--- src/assert_macros.svh ---
// assertion macros used by the rtl file
// no dependencies; bodies are empty when SYNTHESIS is defined
`ifndef ASSERT_MACROS_SVH
`define ASSERT_MACROS_SVH
`ifndef SYNTHESIS
// same-cycle implication
`define ASSERT_IMPLIES(label, clk, rst, ante, cons) \
   label: assert property (@(posedge clk) disable iff (rst) (ante) |-> (cons)) \
      else $error("assertion failed");
// next-cycle implication
`define ASSERT_NEXT(label, clk, rst, ante, cons) \
   label: assert property (@(posedge clk) disable iff (rst) (ante) |=> (cons)) \
      else $error("assertion failed");
`else
`define ASSERT_IMPLIES(label, clk, rst, ante, cons)
`define ASSERT_NEXT(label, clk, rst, ante, cons)
`endif
`endif

--- src/ced_pkg.sv ---
// constants and types for the endpoint discovery engine
// no dependencies
`default_nettype none
package ced_pkg;

   localparam int MAX_ENDPOINTS = 32;
   localparam int IDX_W = $clog2(MAX_ENDPOINTS);
   localparam int CNT_W = 6;

   // phase codes
   localparam logic [1:0] PH_IDLE  = 2'd0;
   localparam logic [1:0] PH_HELLO = 2'd1;
   localparam logic [1:0] PH_MAP   = 2'd2;
   localparam logic [1:0] PH_PWR   = 2'd3;

   // send permission classes
   localparam logic [1:0] PERMIT_MGMT = 2'd0;
   localparam logic [1:0] PERMIT_LOW  = 2'd1;
   localparam logic [1:0] PERMIT_ALL  = 2'd2;

   // register indexes
   localparam logic CSR_DISC_EN   = 1'b0;
   localparam logic CSR_ENTRY_CNT = 1'b1;

   // request kinds
   localparam logic REQ_TABLE_WR = 1'b0;
   localparam logic REQ_MSG      = 1'b1;

   // result kinds
   localparam logic KIND_SEND = 1'b0;
   localparam logic KIND_DROP = 1'b1;

   // message types
   localparam logic [3:0] MT_HELLO  = 4'd1;
   localparam logic [3:0] MT_PWR_OK = 4'd7;
   localparam logic [3:0] MT_MAP    = 4'd8;
   localparam logic [3:0] MT_IGNORE = 4'd11;

   // outgoing message templates
   localparam logic [63:0] HELLO_REPLY = 64'h0020_0001_0000_0000;
   localparam logic [63:0] MAP_ACK     = 64'h0080_0000_0000_0000;
   localparam logic [63:0] START_MSG   = 64'h0050_0000_0000_0002;
   localparam logic [63:0] PWR_ACK     = 64'h00b0_0000_0000_0000;

   typedef enum logic [3:0] {
      ST_IDLE  = 4'b0001,
      ST_MARK  = 4'b0010,
      ST_ACK   = 4'b0100,
      ST_START = 4'b1000
   } state_type;

endpackage
`default_nettype wire

--- src/coprocessor_endpoint_discovery_fsm.sv ---
// endpoint discovery handshake engine, one module; uses ced_pkg and assert_macros.svh
// hello, power-ok and dropped words: one result word the cycle after start, busy stays low
// map block: table walk of n = min(entry_count, 32) reads, then the ack word
//   (no walk when n is 0); last block: start words for flagged entries follow the ack, one per cycle
// synchronous reset: phase wait hello, flags cleared, outputs quiet; table contents kept
`default_nettype none
`include "assert_macros.svh"
module coprocessor_endpoint_discovery_fsm (
   input  wire logic                          clock,
   input  wire logic                          reset,
   input  wire logic                          start,
   output logic                               busy,
   input  wire logic                          req_type,
   input  wire logic [ced_pkg::IDX_W-1:0]     req_entry_index,
   input  wire logic [7:0]                    req_entry_epnum,
   input  wire logic [63:0]                   req_msg_word,
   output logic                               rsp_strobe,
   output logic                               rsp_result_kind,
   output logic [63:0]                        rsp_out_msg,
   output logic [1:0]                         rsp_phase_now,
   output logic [1:0]                         rsp_send_permit,
   output logic                               rsp_last,
   input  wire logic                          csr_we,
   input  wire logic                          csr_index,
   input  wire logic [ced_pkg::CNT_W-1:0]     csr_wdata
);

   localparam int N = ced_pkg::MAX_ENDPOINTS;
   localparam int IW = ced_pkg::IDX_W;
   localparam int CW = ced_pkg::CNT_W;

   // endpoint number table, one synchronous port
   logic [7:0]    table_mem [N];
   logic [7:0]    rd_data_ff;
   logic [IW-1:0] rd_addr;
   logic          wr_en;

   // control state
   ced_pkg::state_type state_ff, state_in;
   logic [1:0]    phase_ff, phase_in;
   logic          disc_en_ff, disc_en_in;
   logic [CW-1:0] entry_count_ff, entry_count_in;
   logic [N-1:0]  flags_ff, flags_in;

   // map walk
   logic [IW-1:0] idx_ff, idx_in;
   logic          more_ff, more_in;
   logic          mrdv_ff, mrdv_in;
   logic [IW-1:0] mrd_idx_ff, mrd_idx_in;
   logic [31:0]   seen_ff, seen_in;
   logic [31:0]   bitmap_ff, bitmap_in;
   logic [2:0]    block_ff, block_in;
   logic          lastblk_ff, lastblk_in;

   // start walk
   logic [N-1:0]  pending_ff, pending_in;
   logic          srdv_ff, srdv_in;
   logic          slast_ff, slast_in;

   // registered result word for single-result messages and the ack
   logic          out_v_ff, out_v_in;
   logic          out_kind_ff, out_kind_in;
   logic [63:0]   out_msg_ff, out_msg_in;
   logic          out_last_ff, out_last_in;

   logic          accept;
   logic [3:0]    mtype;
   logic [CW-1:0] cnt_eff;
   logic [N-1:0]  cnt_mask;
   logic [N-1:0]  low_bit;
   logic [IW-1:0] low_idx;
   logic [N-1:0]  pend_next;
   logic [N-1:0]  active_flags;
   logic [7:0]    ep;
   logic          blk_match;

   assign accept = start & ~busy;
   assign busy   = (state_ff != ced_pkg::ST_IDLE);
   assign mtype  = req_msg_word[55:52];

   // count above the table size acts as the table size
   assign cnt_eff = (entry_count_ff > CW'(N)) ? CW'(N) : entry_count_ff;

   always_comb begin
      for (int i = 0; i < N; i++) begin
         cnt_mask[i] = (CW'(i) < cnt_eff);
      end
   end

   assign active_flags = flags_ff & cnt_mask;

   // lowest pending entry of the start walk
   assign low_bit   = pending_ff & (~pending_ff + N'(1));
   assign pend_next = pending_ff & ~low_bit;
   always_comb begin
      low_idx = '0;
      for (int i = 0; i < N; i++) begin
         if (low_bit[i]) begin
            low_idx = low_idx | IW'(i);
         end
      end
   end

   // table word returned for the map walk
   assign ep        = rd_data_ff;
   assign blk_match = (ep[7:5] == block_ff);

   // address: request index on accept, map walk counts down, start walk picks lowest pending
   always_comb begin
      if (state_ff == ced_pkg::ST_START) begin
         rd_addr = low_idx;
      end else if (accept) begin
         rd_addr = req_entry_index;
      end else begin
         rd_addr = idx_ff;
      end
   end

   assign wr_en = accept && (req_type == ced_pkg::REQ_TABLE_WR)
                  && ({1'b0, req_entry_index} < CW'(N));

   always_ff @(posedge clock) begin
      if (wr_en) begin
         table_mem[req_entry_index] <= req_entry_epnum;
      end
      rd_data_ff <= table_mem[rd_addr];
   end

   always_comb begin
      state_in       = state_ff;
      phase_in       = phase_ff;
      disc_en_in     = disc_en_ff;
      entry_count_in = entry_count_ff;
      flags_in       = flags_ff;
      idx_in         = idx_ff;
      more_in        = more_ff;
      mrdv_in        = 1'b0;
      mrd_idx_in     = idx_ff;
      seen_in        = seen_ff;
      bitmap_in      = bitmap_ff;
      block_in       = block_ff;
      lastblk_in     = lastblk_ff;
      pending_in     = pending_ff;
      srdv_in        = 1'b0;
      slast_in       = slast_ff;
      out_v_in       = 1'b0;
      out_kind_in    = out_kind_ff;
      out_msg_in     = out_msg_ff;
      out_last_in    = 1'b1;

      unique case (state_ff)
         ced_pkg::ST_IDLE: begin
            if (accept && (req_type == ced_pkg::REQ_MSG)) begin
               out_kind_in = ced_pkg::KIND_SEND;
               if ((phase_ff == ced_pkg::PH_IDLE) && (mtype == ced_pkg::MT_IGNORE)) begin
                  // silently dropped
               end else if (((phase_ff == ced_pkg::PH_IDLE) ||
                             (phase_ff == ced_pkg::PH_HELLO)) &&
                            (mtype == ced_pkg::MT_HELLO)) begin
                  out_v_in   = 1'b1;
                  out_msg_in = ced_pkg::HELLO_REPLY | {32'b0, req_msg_word[31:0]};
                  phase_in   = ced_pkg::PH_MAP;
               end else if ((phase_ff == ced_pkg::PH_MAP) &&
                            (mtype == ced_pkg::MT_MAP)) begin
                  bitmap_in  = req_msg_word[31:0];
                  block_in   = req_msg_word[34:32];
                  lastblk_in = req_msg_word[51];
                  seen_in    = '0;
                  if (req_msg_word[51]) begin
                     phase_in = ced_pkg::PH_PWR;
                  end
                  if (cnt_eff == '0) begin
                     state_in = ced_pkg::ST_ACK;
                  end else begin
                     state_in = ced_pkg::ST_MARK;
                     idx_in   = IW'(cnt_eff - CW'(1));
                     more_in  = 1'b1;
                  end
               end else if ((phase_ff == ced_pkg::PH_PWR) &&
                            (mtype == ced_pkg::MT_PWR_OK)) begin
                  out_v_in   = 1'b1;
                  out_msg_in = ced_pkg::PWR_ACK | {32'b0, req_msg_word[31:0]};
                  phase_in   = ced_pkg::PH_IDLE;
               end else begin
                  out_v_in    = 1'b1;
                  out_kind_in = ced_pkg::KIND_DROP;
                  out_msg_in  = req_msg_word;
               end
            end
         end
         ced_pkg::ST_MARK: begin
            // issue reads from the top entry down; the first hit of a number owns it
            if (more_ff) begin
               mrdv_in    = 1'b1;
               mrd_idx_in = idx_ff;
               if (idx_ff == '0) begin
                  more_in = 1'b0;
               end else begin
                  idx_in = idx_ff - IW'(1);
               end
            end
            if (mrdv_ff && blk_match) begin
               seen_in[ep[4:0]] = 1'b1;
               if (bitmap_ff[ep[4:0]] && !seen_ff[ep[4:0]]) begin
                  flags_in[mrd_idx_ff] = 1'b1;
               end
            end
            if (!more_ff && !mrdv_ff) begin
               state_in = ced_pkg::ST_ACK;
            end
         end
         ced_pkg::ST_ACK: begin
            out_v_in    = 1'b1;
            out_kind_in = ced_pkg::KIND_SEND;
            out_msg_in  = ced_pkg::MAP_ACK
                          | {12'b0, lastblk_ff, 16'b0, block_ff, 32'b0}
                          | {63'b0, (block_ff == 3'd0)};
            if (lastblk_ff && (active_flags != '0)) begin
               out_last_in = 1'b0;
               pending_in  = active_flags;
               state_in    = ced_pkg::ST_START;
            end else begin
               state_in = ced_pkg::ST_IDLE;
            end
         end
         ced_pkg::ST_START: begin
            if (pending_ff != '0) begin
               srdv_in    = 1'b1;
               slast_in   = (pend_next == '0);
               pending_in = pend_next;
            end else if (!srdv_ff) begin
               state_in = ced_pkg::ST_IDLE;
            end
         end
         default: begin
            state_in = ced_pkg::ST_IDLE;
         end
      endcase

      // register writes must arrive only while idle; the block itself does not enforce it
      if (csr_we) begin
         case (csr_index)
            ced_pkg::CSR_DISC_EN: begin
               disc_en_in = csr_wdata[0];
               phase_in   = csr_wdata[0] ? ced_pkg::PH_HELLO : ced_pkg::PH_IDLE;
               flags_in   = '0;
            end
            default: begin
               entry_count_in = csr_wdata;
            end
         endcase
      end
   end

   always_ff @(posedge clock) begin
      if (reset) begin
         state_ff       <= ced_pkg::ST_IDLE;
         phase_ff       <= ced_pkg::PH_HELLO;
         disc_en_ff     <= 1'b1;
         entry_count_ff <= '0;
         flags_ff       <= '0;
         more_ff        <= 1'b0;
         mrdv_ff        <= 1'b0;
         pending_ff     <= '0;
         srdv_ff        <= 1'b0;
         out_v_ff       <= 1'b0;
      end else begin
         state_ff       <= state_in;
         phase_ff       <= phase_in;
         disc_en_ff     <= disc_en_in;
         entry_count_ff <= entry_count_in;
         flags_ff       <= flags_in;
         more_ff        <= more_in;
         mrdv_ff        <= mrdv_in;
         pending_ff     <= pending_in;
         srdv_ff        <= srdv_in;
         out_v_ff       <= out_v_in;
      end
      idx_ff      <= idx_in;
      mrd_idx_ff  <= mrd_idx_in;
      seen_ff     <= seen_in;
      bitmap_ff   <= bitmap_in;
      block_ff    <= block_in;
      lastblk_ff  <= lastblk_in;
      slast_ff    <= slast_in;
      out_kind_ff <= out_kind_in;
      out_msg_ff  <= out_msg_in;
      out_last_ff <= out_last_in;
   end

   // result word: start words come straight from the table read register
   assign rsp_strobe      = out_v_ff | srdv_ff;
   assign rsp_result_kind = srdv_ff ? ced_pkg::KIND_SEND : out_kind_ff;
   assign rsp_out_msg     = srdv_ff ? (ced_pkg::START_MSG | {24'b0, rd_data_ff, 32'b0})
                                    : out_msg_ff;
   assign rsp_last        = srdv_ff ? slast_ff : out_last_ff;
   assign rsp_phase_now   = phase_ff;
   assign rsp_send_permit = (phase_ff == ced_pkg::PH_IDLE) ? ced_pkg::PERMIT_ALL :
                            (phase_ff == ced_pkg::PH_PWR)  ? ced_pkg::PERMIT_LOW :
                                                             ced_pkg::PERMIT_MGMT;

   // the discovery-enable copy has no reader besides this check
   `ASSERT_IMPLIES(a_en_phase, clock, reset,
      (!busy && !disc_en_ff && (phase_ff == ced_pkg::PH_HELLO)), 1'b0)
   `ASSERT_IMPLIES(a_one_source, clock, reset, out_v_ff, !srdv_ff)
   `ASSERT_IMPLIES(a_start_phase, clock, reset, srdv_ff, (phase_ff == ced_pkg::PH_PWR))
   `ASSERT_IMPLIES(a_pend_in_range, clock, reset, 1'b1, ((pending_ff & ~cnt_mask) == '0))
   `ASSERT_NEXT(a_reset_quiet, clock, 1'b0, reset, !rsp_strobe)

endmodule
`default_nettype wire
--- config.mk ---
export PLATFORM = sky130hd
export DESIGN_NAME = coprocessor_endpoint_discovery_fsm
export DESIGN_NICKNAME = d
export VERILOG_FILES = /design/src/ced_pkg.sv /design/src/coprocessor_endpoint_discovery_fsm.sv
export VERILOG_INCLUDE_DIRS = /design/src /design/src/src
export SDC_FILE = /design/constraint.sdc
export NUM_CORES = 1
export LEC_CHECK = 0
export ABC_AREA = 1
export BUFFER_PORTS_ARGS = -buffer_cell sky130_fd_sc_hd__clkbuf_2
export CORE_MARGIN = 2
export CORE_UTILIZATION = 30
export CTS_CLUSTER_SIZE = 16
export DETAILED_ROUTE_END_ITERATION = 10
export PLACE_DENSITY = 0.53
export SLEW_MARGIN = 20
export SYNTH_ARGS = -nofsm -noshare
export SYNTH_HDL_FRONTEND = slang
export SYNTH_SLANG_ARGS = --single-unit
--- constraint.sdc ---
create_clock -name clock -period 6.58 [get_ports clock]
set_clock_uncertainty 0.2 [all_clocks]
set_input_delay 0.987 -clock clock [delete_from_list [all_inputs] [get_ports clock]]
set_output_delay 0.987 -clock clock [all_outputs]
set_load 0.05 [all_outputs]
# == Yosys cells after proc, flatten, opt, wreduce, memory -nomap -nowiden ==
# Memory sizes are Yosys's and may differ from the RTL's. A register that Yosys moved wholly into a read port is not among the register bits.
# Index checks and enable logic that the tools add are counted.
# totals
ff_bits,225
ramBits,256
n_memories,1
# memory_table
name,depth,width,read_ports,rd_clocked_by_memory_dff,write_ports,line_no,text
table_mem,32,8,1,1,1,coprocessor_endpoint_discovery_fsm.sv:33,logic [7:0] table_mem [N];
# op_classes
add_sub_neg,3
magnitude_cmp,37
n_eq_ne,29
mux,310
bitwise_logic,14
reduce_logical,38
# ops
op,count
$mux W32,43
$mux W64,21
$mux W5,46
$mux W4,36
$pmux W32 S2,2
$pmux W64 S2,1
$mux W1,97
$and A32 B32 Y32,3
$lt A5 B6 Y1 const A,16
$mux W2,33
$not A32 Y32,2
$or A32 B32 Y32,2
$reduce_bool A32 Y1,2
$mux W3,19
$or A56 B1 Y56,1
$lt A4 B6 Y1 const A,8
$add A32 B1 Y32 const B,1
$logic_not A32 Y1,1
$ne A2 B2 Y1 const B,13
$lt A3 B6 Y1 const A,4
$mux W6,3
$pmux W4 S4,1
$reduce_and A8 Y1,2
$eq A4 B4 Y1 const B,3
other kinds (37),71

# == Depth between registers and ports, before layout ==
# Gate-level depths: netlist (run 1).
# depth
word_depth,35
ltp_mapped,20

# == Worst setup path after synthesis (run 1) ==
# No wires, ideal clock.
# synth_timing
path_kind,reg-to-reg
from,register state_ff[3]
to,register out_msg_ff[0] (enable)
arrival_time_ns,6.182
required_ns,5.804
setup_slack_ns,-0.378
path_stages_with_launch,9
path_buffers,1
synth_period_minus_slack_ns,6.958
cell_sequence,dfxtp_1 > nor2_1 > nand3_1 > inv_1 > nand2_1 > clkbuf_1 > inv_1 > nand2_1 > o21ai_0
# synth_via
elab_chain_cells,6
elab_cells_between_ends,11
# synth_lines
element,line_no,text
from (decl),coprocessor_endpoint_discovery_fsm.sv:39,"ced_pkg::state_type state_ff, state_in;"
from (signal assigned),coprocessor_endpoint_discovery_fsm.sv:257,state_ff <= ced_pkg::ST_IDLE;
from (signal assigned),coprocessor_endpoint_discovery_fsm.sv:268,state_ff <= state_in;
$ne A4 B1 Y1,coprocessor_endpoint_discovery_fsm.sv:78,assign busy = (state_ff != ced_pkg::ST_IDLE);
net busy,coprocessor_endpoint_discovery_fsm.sv:12,"output logic busy,"
$not A1 Y1,coprocessor_endpoint_discovery_fsm.sv:77,assign accept = start & ~busy;
$and A1 B1 Y1,coprocessor_endpoint_discovery_fsm.sv:77,
$logic_and A1 B1 Y1,coprocessor_endpoint_discovery_fsm.sv:153,if (accept && (req_type == ced_pkg::REQ_MSG)) begin
$ne A2 B2 Y1 (no line),n/a,
$reduce_and A4 Y1 (no line),n/a,
to (signal assigned),coprocessor_endpoint_discovery_fsm.sv:287,out_msg_ff <= out_msg_in;
to (decl),coprocessor_endpoint_discovery_fsm.sv:63,"logic [63:0] out_msg_ff, out_msg_in;"
# The timed path passes the listed nets, and every way through them passes these cells.
# A chain may end at the register's enable or synchronous reset.

# == Worst setup path after layout (run 1) ==
# layout_timing
from,register pending_ff[17]
to,"register rd_data_ff[6], in the netlist ep[6], read port of table_mem"
# layout_via
elab_chain_cells,19
# layout_lines
element,line_no,text
from (decl),coprocessor_endpoint_discovery_fsm.sv:56,"logic [N-1:0] pending_ff, pending_in;"
from (signal assigned),coprocessor_endpoint_discovery_fsm.sv:275,pending_ff <= pending_in;
$not A32 Y32,coprocessor_endpoint_discovery_fsm.sv:93,assign low_bit = pending_ff & (~pending_ff + N'(1));
$add A32 B1 Y32,coprocessor_endpoint_discovery_fsm.sv:93,
$and A32 B32 Y32 *,coprocessor_endpoint_discovery_fsm.sv:93,
$mux W5 (14 in a row),coprocessor_endpoint_discovery_fsm.sv:98,if (low_bit[i]) begin
$mux W5 *,coprocessor_endpoint_discovery_fsm.sv:98,
$mux W5 *,coprocessor_endpoint_discovery_fsm.sv:110,if (state_ff == ced_pkg::ST_START) begin
to (decl),coprocessor_endpoint_discovery_fsm.sv:34,logic [7:0] rd_data_ff;
# Every way passes the cells marked *; elsewhere a longest branch is shown, timed or not.

==> results of run 1 <==
==> critical path: stages, from the launching register on <==
cell	delay, ns
dfxtp_1	0.36
nor2_1	0.21
nand2_1	0.12
nor2_1	0.35
nand2_1	0.10
nor2_1	0.13
nand2_1	0.11
nand2_1	0.09
nor2_1	0.07
nand2_4	0.58
nand2_4	0.73
buf_4	0.56
nand2_1	0.12
nand2_1	0.05
nand2_1	0.05
nand3_1	0.12
nand3_1	0.10
nand2_1	0.06
nand2_1	0.06
nand2_1	0.06
==> synth_stat cells (3+ instances only) <==
cell,count,share of area
a31oi_1,3,0.00081
nand3_1,348,0.076
nand3b_1,48,0.016
nor3_1,31,0.0067
a211oi_1,4,0.0013
a22oi_1,31,0.010
o21ai_0,67,0.015
clkbuf_1,53,0.0086
inv_1,391,0.064
a21oi_1,100,0.022
nand4_1,57,0.015
nand2_1,489,0.080
o211ai_1,5,0.0016
or2_2,5,0.0014
buf_1,8,0.0013
clkinv_1,4,0.00065
nor4_1,8,0.0022
buf_4,3,0.00098
dfxtp_1,94,0.082
nor2_1,328,0.053
edfxtp_1,395,0.51
nor2_4,5,0.0024
buf_2,53,0.012
inv_2,5,0.00081
==> worst max-delay path by stage <==
stage                          endpoint  slack, ns
2_1_floorplan  seen_ff[0]$_SDFFCE_PN0P_       0.60
3_3_place_gp              ep[5]$_DFF_P_       2.10
3_5_place_dp              ep[5]$_DFF_P_       2.11
4_1_cts                   ep[6]$_DFF_P_       2.12
5_1_grt                   ep[6]$_DFF_P_       1.69
6_report                  ep[6]$_DFF_P_       2.13
==> logic make-up (layout without fill, tap and decap cells) <==
group | Yosys count | after routing | synth area share
flops | 489 | 489 | 0.596
mux | 2 | 2 | 0.000869
buf+inv | 519 | 679 | 0.0886
simple gates | 1330 | 1330 | 0.257
compound gates | 224 | 224 | 0.0548
xor+xnor | 4 | 4 | 0.00152
fa+ha+maj | 1 | 1 | 0.000543
==> layout make-up <==
type / instances / area (µm²)
timing repair buffer: 179 / 943
clock buffer: 73 / 1480
tap: 1030 / 1290
clock inverter: 27 / 324
fill: 7811 / 49300
multi-input combinational: 1561 / 7330
inverter: 400 / 1500
sequential: 489 / 13700
==> where the power goes <==
part           total (mW)  internal, mW  switching [mW]  leakage [nW]
logic                1.62         0.419            1.20          5.81
clock network        3.10          1.79            1.31         0.887
registers            3.60          3.49           0.106          4.35
==> layout by cell type (no fill, tap or decap), types with 19 or more instances in the layout <==
cell and instances:
nand2_1 485, edfxtp_1 395, inv_1 389, nand3_1 348, nor2_1 327, clkbuf_2 160, a21oi_1 99, dfxtp_1 93
o21ai_0 65, nand4_1 57, clkbuf_16 54, nand3b_1 48, a22oi_1 31, nor3_1 30, buf_4 19
==> sequential cells by signal, summed over array words and instances (netlist names), 5 cells and up <==
signal	count
flags_ff	32
mrd_idx_ff	5
table_mem	256
idx_ff	5
entry_count_ff	6
ep	8
seen_ff	32
pending_ff	32
bitmap_ff	32
out_msg_ff	64
==> layer usage <==
metal / wire length, µm / up-vias / part of all wire
met3: 3870 / 111 / 0.058
met5: 24 / - / 0.00036
li1: - / 8766 / -
met2: 30400 / 512 / 0.45
met4: 1880 / 4 / 0.028
met1: 31100 / 8390 / 0.46
==> results list, run 1 <==
- The share of the Yosys chip area taken by registers is 0.596.
* Startpoint of the worst hold path: flags_ff[19]$_SDFF_PP0_
- Met2 track demand over resource in global routing: 0.266
- Counting every sink on the clock net gives 489.
- RSZ-0062 raised after global routing: no
* Worst path required time: 6.88 ns
* Die width: 281 µm
- HPWL after detailed placement: 44,100 µm
* Post-synth design cell area: 23,000 µm²
- After global routing the overflow that remains totals 0.
- The initial utilization of the core area, before any placement, comes to 0.303.
- H-tree depth: 2
- The congestion estimate from routability-driven global placement came to 0.891.
* Power Dens Cells: 313 nW/µm²
- Headroom to the max-slew limit came out at 0.236.
* Avg Synthesized Cell Area: 8.97 µm²
* Number of enable flip-flop cells after synthesis: 395
- Distinct cell type count after synthesis: 50
- Total power after layout: 8.32 mW
* RR Startpoint: pending_ff[17]$_SDFFE_PP0P_
- Synthesized net count: 2,659
- Final-layout setup total negative slack: 0 ns
* Number of buffers added to fix hold violations after cts: 0
- In this run the core area contains 101 standard-cell rows.
* Outcome: completed
* Reg2reg end: ep[6]$_DFF_P_
* Post-synth top flop: edfxtp_1
- Area growth from synthesis to layout: 15.5%
* Largest voltage drop on the vdd net: 208 µV
- OpenSTA, run right after detailed placement, puts the worst setup slack at 2.11 ns.
* Clock transition at the registers of the reported paths: 0.06 ns
* Share of synthesized registers carrying an async set or reset: 0
* Inserted Clock Buffers: 54
- After floorplanning, the core was sized to cover 75,900 µm².
* Finished Core Util: 0.350
* Post-synthesis register bit count: 489
- Post-placement cell count: 3,659
- The floorplan step defined a die boundary enclosing 79,000 µm².
* Clock latency on the worst-skew pair: 0.63 ns
- Number of global-route vias before repair: 16,900
* Type of the most critical hold path: flip-flop to flip-flop
- 161 I/O pins were placed.
- After routing the design area is 26,600 µm².
- Final ANT Viol Nets: 0
- Once layout is complete, the cells apart from fillers number 3,759.
* Via count: 17,800
* Clock tree from TritonCTS: built
- Worst Hold End: flags_ff[19]$_SDFF_PP0_
- For the finished layout, the period the worst path requires is 4.45 ns.
- The tree is rooted in a clkbuf_16.
- WL per Instance: 17.9 µm
* WP data arrival: 4.75 ns
* Largest net degree at the start of global routing: 85
- The worst setup path is launched from a flip-flop.
* Layout cells sized above 1: 0.108
* Number of vias per cell after detailed routing: 4.73
- For this run, the top clock speed supported by timing is 225 MHz.
- Summed over all cells, the static leakage comes to 11.1 nW.
- The worst setup path is captured at a flip-flop.
- In this run, the number of DRC markers left after iteration 0 of detailed routing was 1,250.
* Max capacitance violation total: 0
- Final count of hold timing violations: 0
- In this run, post-CTS repair resized a total of 0 instances.
- The worst hold path passes through 2 cells.
- Total Routed Length: 67,300 µm
- Fin Hold WS: 0.256 ns
* Total setup buffers inserted after CTS: 0
- Setup crit start: pending_ff[17]$_SDFFE_PP0P_
- Depth of the worst register-to-register path: 19
- Setup Viol. Count Final: 0
- The repair_antennas step left the layout with diodes totalling 0.
- Clock Tree Buf Depth: 3
* First-pass GRT wire length: 102,000 µm
* Number of warnings issued by yosys: 0
- Placement Cell Area: 24,800 µm²
- The layer flagged by global routing as most heavily used is met2.
- Net count of the finished layout: 2,775
- Total count of max-transition violations in the final report: 0
- DRC violation count after routing: 0
- Of all nets on the critical path, the largest fanout is 84.
- GRT Total Usage: 0.167
- For met1 alone, demand over resource in global routing was 0.233.
- Die height: 281 µm
* Final worst slack: 2.13 ns
- The first TritonRoute pass finished after 5 iterations.
- For met3 alone, demand over resource in global routing was 0.0249.
- Counting every instance in the synthesized netlist gives 2,569.
- The critical path in this run is classified as flip-flop to flip-flop.
- The initial antenna violation count is 3.
- Input and output buffers added on the ports amount to 160.
* Worst slew pin tran: 1.14 ns
- Setup slack on the worst reg-to-reg path comes out at 2.13 ns.
* Period utilisation layout: 0.676
(Power assumes the default switching activity.)
==> inputs of run 2 (changes only) <==
--- a/config.mk
+++ b/config.mk
@@ -6,7 +6,7 @@
 export SDC_FILE = /design/constraint.sdc
 export NUM_CORES = 1
 export LEC_CHECK = 0
-export ABC_AREA = 1
+export ABC_AREA = 0
 export BUFFER_PORTS_ARGS = -buffer_cell sky130_fd_sc_hd__clkbuf_2
 export CORE_MARGIN = 2
 export CORE_UTILIZATION = 30
==> constraint.sdc (replaced) <==
create_clock -name clock -period 4 [get_ports clock]
set_clock_uncertainty 0.2 [all_clocks]
set_input_delay 0.6 -clock clock [delete_from_list [all_inputs] [get_ports clock]]
set_output_delay 0.6 -clock clock [all_outputs]
set_load 0.05 [all_outputs]
==> results list, run 2 <==
* Final worst slack: 0.179 ns (was 2.13 ns)
- The final routed DRC violation total is 0 (unchanged).
* Top cell types by occurrence after synthesis: edfxtp_1 (395), nor2_1 (188), a21oi_1 (179) (was nand2_1 (489), edfxtp_1 (395), inv_1 (391))
- Cell type with the highest aggregate area in the netlist: edfxtp_1 (unchanged)
- Count of TritonRoute iterations in the first routing pass: 5 (unchanged)
- The clock network latency to the later pin of the worst-skew pair came to 0.62 ns (was 0.63 ns).
- The area occupied by multi-input gates came to 7590 µm² (was 7330 µm²).
- The kind of capture point of the worst setup path is a flip-flop (unchanged).
* Number of vias per cell after detailed routing: 5.26 (was 4.73)
* Area growth from synthesis to layout: 18.9% (was 15.5%)
* Total core area: 71,900 µm² (was 75,900 µm²)
* Most used standard cell by instance count after synthesis: edfxtp_1 (was nand2_1)
* Net count of the finished layout: 2,097 (was 2,775)
* Type of the most critical hold path: input pin to flip-flop (was flip-flop to flip-flop)
- The share of the yosys chip area belonging to registers was 0.629 (was 0.596).
* Setup Viol. Count Final: 0 (unchanged)
* RSZ-0062 raised after global routing: yes (was no)
- Inserted Clock Buffers: 54 (unchanged)
- Period utilisation layout: 0.955 (was 0.676)
- Commonest cells after routing, fill and taps aside: edfxtp_1 (395), nor2_1 (186), a21oi_1 (179) (was nand2_1 (485), edfxtp_1 (395), inv_1 (389)).
* Sinks on Clock Net: 489 (unchanged)
- The count of buffering cells on the critical path with inverters included is 3 (was 1).
- Worst path required time: 4.31 ns (was 6.88 ns)
- The arrival time at the worst endpoint is 4.13 ns (was 4.75 ns).
* Delay contributed by the slowest stage of the critical path: 0.91 ns (was 0.73 ns)
- The global-route wire length before repair was 95,400 µm (was 102,000 µm).
* Slack of the worst reg-to-reg path: 0.18 ns (was 2.13 ns)
- Most common cell after layout, fill and taps aside: edfxtp_1 (was nand2_1)
- Biggest registers after layout: table_mem: 256 flops, out_msg_ff: 64 flops (unchanged).
- Worst slew pin tran: 0.969 ns (was 1.14 ns)
* Max capacitance violation total: 0 (unchanged)
* Area occupied by registers: 13,700 µm² (unchanged)
- The buffer levels on the longest clock path is 3 (unchanged).
* Total Routed Length: 63,300 µm (was 67,300 µm)
* Classification of the worst setup path: flip-flop to flip-flop (unchanged)
- Dominant delay contributor by cell family on the critical path: compound AO/OA/AOI/OAI gates (was simple AND/OR/NAND/NOR gates)
- The number of fill cells in the layout was 7,062 (was 7,811).
- Leakage component of the power: 8.94 nW (was 11.1 nW)
* Final critical path time including I/O delays and setup: 3.82 ns (was 4.45 ns)
- The number of stages on the worst hold path is 3 (was 2).
- Final ANT Viol Nets: 0 (unchanged)
* Layout cells sized above 1: 0.179 (was 0.108)
* HPWL after detailed placement: 42,400 µm (was 44,100 µm)
- The share of synthesized registers carrying an async set or reset came to 0 (unchanged).
- Outcome: completed (unchanged).
* WL per Instance: 21.1 µm (was 17.9 µm)
* Total count of max-transition violations in the final report: 0 (unchanged)
* Maximum fanout along the worst path: 21 (was 84)
- Final non-filler cell area: 26,000 µm² (was 26,600 µm²)
* Distinct cell type count after synthesis: 89 (was 50)
- Finished Core Util: 0.362 (was 0.350)
* Post-synthesis register bit count: 489 (unchanged)
* Met3 usage: 0.0256 (was 0.0249)
- Die width: 274 µm (was 281 µm)
- The register with the most flip-flops is table_mem (unchanged).
- The TritonCTS clock tree was built (unchanged).
- The final-layout setup total negative slack is 0 ns (unchanged).
- Pre-CTS setup slack: 0.188 ns (was 2.11 ns)
- Synthesized net count: 1,914 (was 2,659)
- The count of synthesis-stage warnings from yosys is 0 (unchanged).
- The destination of the worst register-to-register timing path was ep[3]$_DFF_P_ (was ep[6]$_DFF_P_).
* Number of logic stages on the critical path including buffering: 12 (was 19)
- Max Clk Rate: 262 MHz (was 225 MHz)
- Total of buffers placed on input and output ports: 160 (unchanged)
- The netlist area before placement came to 21,900 µm² (was 23,000 µm²).
- Met2 track demand over resource in global routing: 0.268 (was 0.266)
- Post-synth top flop: edfxtp_1 (unchanged)
- The worst ir drop on vdd is 350 µV (was 208 µV).
* Critical-path cell list: nor4_4, buf_4, nand4_1, nor3b_1, a211o_1, o41ai_4, buf_12, a21oi_1, a22oi_1, o32ai_1, buf_4, a211oi_2 (was nor2_1, nand2_1, nor2_1, nand2_1, nor2_1, nand2_1, nand2_1, nor2_1, nand2_4, nand2_4, buf_4, nand2_1, nand2_1, nand2_1, nand3_1, nand3_1, nand2_1, nand2_1, nand2_1)
- Largest register FFs: 256 (unchanged)
- The number of instances in the synthesized netlist came to 1,824 (was 2,569).
- The H-tree depth reported by CTS is 2 (unchanged).
- Avg Synthesized Cell Area: 12.0 µm² (was 8.97 µm²)
* Critical path endpoint: ep[3]$_DFF_P_ (was ep[6]$_DFF_P_)
- The fraction of post-synthesis cell area in the top cell type by area was 0.542 (was 0.515).
- The remaining global-route overflow came to 0 (unchanged).
- The post-place instance area came to 23,900 µm² (was 24,800 µm²).
* Most Used Layer, Global Route: met2 (unchanged)
- Depth of the worst register-to-register path: 12 (was 19)
- Die height: 274 µm (was 281 µm)
* Clock transition at the registers of the reported paths: 0.06 ns (about the same)
- Die area: 75,100 µm² (was 79,000 µm²)
- Met1 Resource Use GR: 0.229 (was 0.233)
- The worst flop-to-flop path startpoint is pending_ff[2]$_SDFFE_PP0P_ (was pending_ff[17]$_SDFFE_PP0P_).
- The first-iteration detailed-routing DRC count is 1,441 (was 1,250).
* GPL Wtd Cong: 0.868 (was 0.891)
- The aggregate global-route resource usage is 0.164 (was 0.167).
- The root buffer selected by CTS is clkbuf_16 (unchanged).
- Initial Utilization: 0.304 (was 0.303)
- Num ports: 161 (unchanged)
* Number of enable flip-flop cells after synthesis: 395 (unchanged)
* Total power after layout: 11.4 mW (was 8.32 mW)
- Final count of hold timing violations: 0 (unchanged)
* Setup crit start: pending_ff[2]$_SDFFE_PP0P_ (was pending_ff[17]$_SDFFE_PP0P_)
- Number of global-route vias before repair: 15,300 (was 16,900)
* Total setup buffers inserted after CTS: 0 (unchanged)
* Cell at the slowest stage of the critical path: o41ai_4 (was nand2_4)
- Library cell appearing most often on the critical path: buf_4 (was nand2_1)
* CP startpoint kind: flip-flop (unchanged)
- Total number of placement rows: 98 (was 101)
- Antenna violations before repair: 2 (was 3)
- Synth area leaders: edfxtp_1 (54%), dfxtp_1 (8.6%), a21oi_1 (4.1%) (was edfxtp_1 (51%), dfxtp_1 (8.2%), nand2_1 (8.0%))
* Antenna Cells: 0 (unchanged)
- The tightest slew margin relative to the limit is 0.352 (was 0.236).
- Power Dens Cells: 439 nW/µm² (was 313 nW/µm²)
* Largest net degree at the start of global routing: 64 (was 85)
* Via count: 15,800 (was 17,800)
run 2: what timing repair did:
item / 4_1_cts / 5_1_grt
gates resized for setup: 0 / 5
hold buffers: 37 / 0
endpoints found under the hold margin: 37 / 0
setup endpoints to repair: 0 / 7
run 2: how the worst min path moves through the flow:
stage	startpoint	to	slack, ns
final	csr_wdata[4]	entry_count_ff[4]$_SDFFE_PP0P_	0.03
after global routing	csr_wdata[2]	entry_count_ff[2]$_SDFFE_PP0P_	0.04
after CTS	csr_wdata[2]	entry_count_ff[2]$_SDFFE_PP0P_	0.002
after detailed placement	flags_ff[26]$_SDFF_PP0_	flags_ff[26]$_SDFF_PP0_	0.26
after global placement	flags_ff[25]$_SDFF_PP0_	flags_ff[25]$_SDFF_PP0_	0.24
after floorplan	idx_ff[4]$_DFFE_PP_	mrd_idx_ff[4]$_DFF_P_	0.18
run 2: kinds of logic (layout without fill, tap and decap cells):
logic type               after synthesis  count (layout)  share of synthesized area
AO/OA/AOI/OAI                        464             464                      0.144
buffers and inverters                140             364                     0.0286
AND/OR/NAND/NOR                      655             655                      0.155
flip-flops                           489             489                      0.629
XOR/XNOR                               6               6                    0.00240
adder cells (fa/ha/maj)                8               8                    0.00378
multiplexers                          62              62                     0.0382
run 2: power by group:
part	total, mW	internal (mW)	leakage, nW	switching, mW
clock	4.89	2.86	0.832	2.03
combinational	0.904	0.319	3.72	0.584
sequential	5.62	5.55	4.39	0.0671
total	11.4	8.73	8.94	2.68
run 2: worst min-delay path, stage by stage:
cell,delay (ns)
clkbuf_2,0.09
nand3_1,0.06
a21oi_1,0.05
run 2: final cells by class:
class | instances | area share
Inverter | 14 | 0.00202
Clock buffer | 71 | 0.0556
Tap cell | 950 | 0.0457
Multi-Input combinational cell | 1195 | 0.292
Sequential cell | 489 | 0.529
Timing Repair Buffer | 253 | 0.0655
Clock inverter | 26 | 0.0104
run 2: per-layer routing:
metal / vias up / routed length, µm / part of all wire
li1: 7261 / - / -
met1: 7900 / 28400 / 0.45
met2: 531 / 30000 / 0.47
met3: 77 / 3850 / 0.061
met4: 0 / 1070 / 0.017
met5: - / 0 / 0
run 2: metrics by stage:
| stage | std cells | hold WS [ns] |
|---|---|---|
| detailed placement | 2864 | 0.261 |
| CTS | 2998 | 0.00178 |
| finish | 2998 | 0.0344 |
| global placement | 2864 | 0.242 |
| global route | 2998 | 0.0416 |
| floorplan | 1824 | 0.183 |
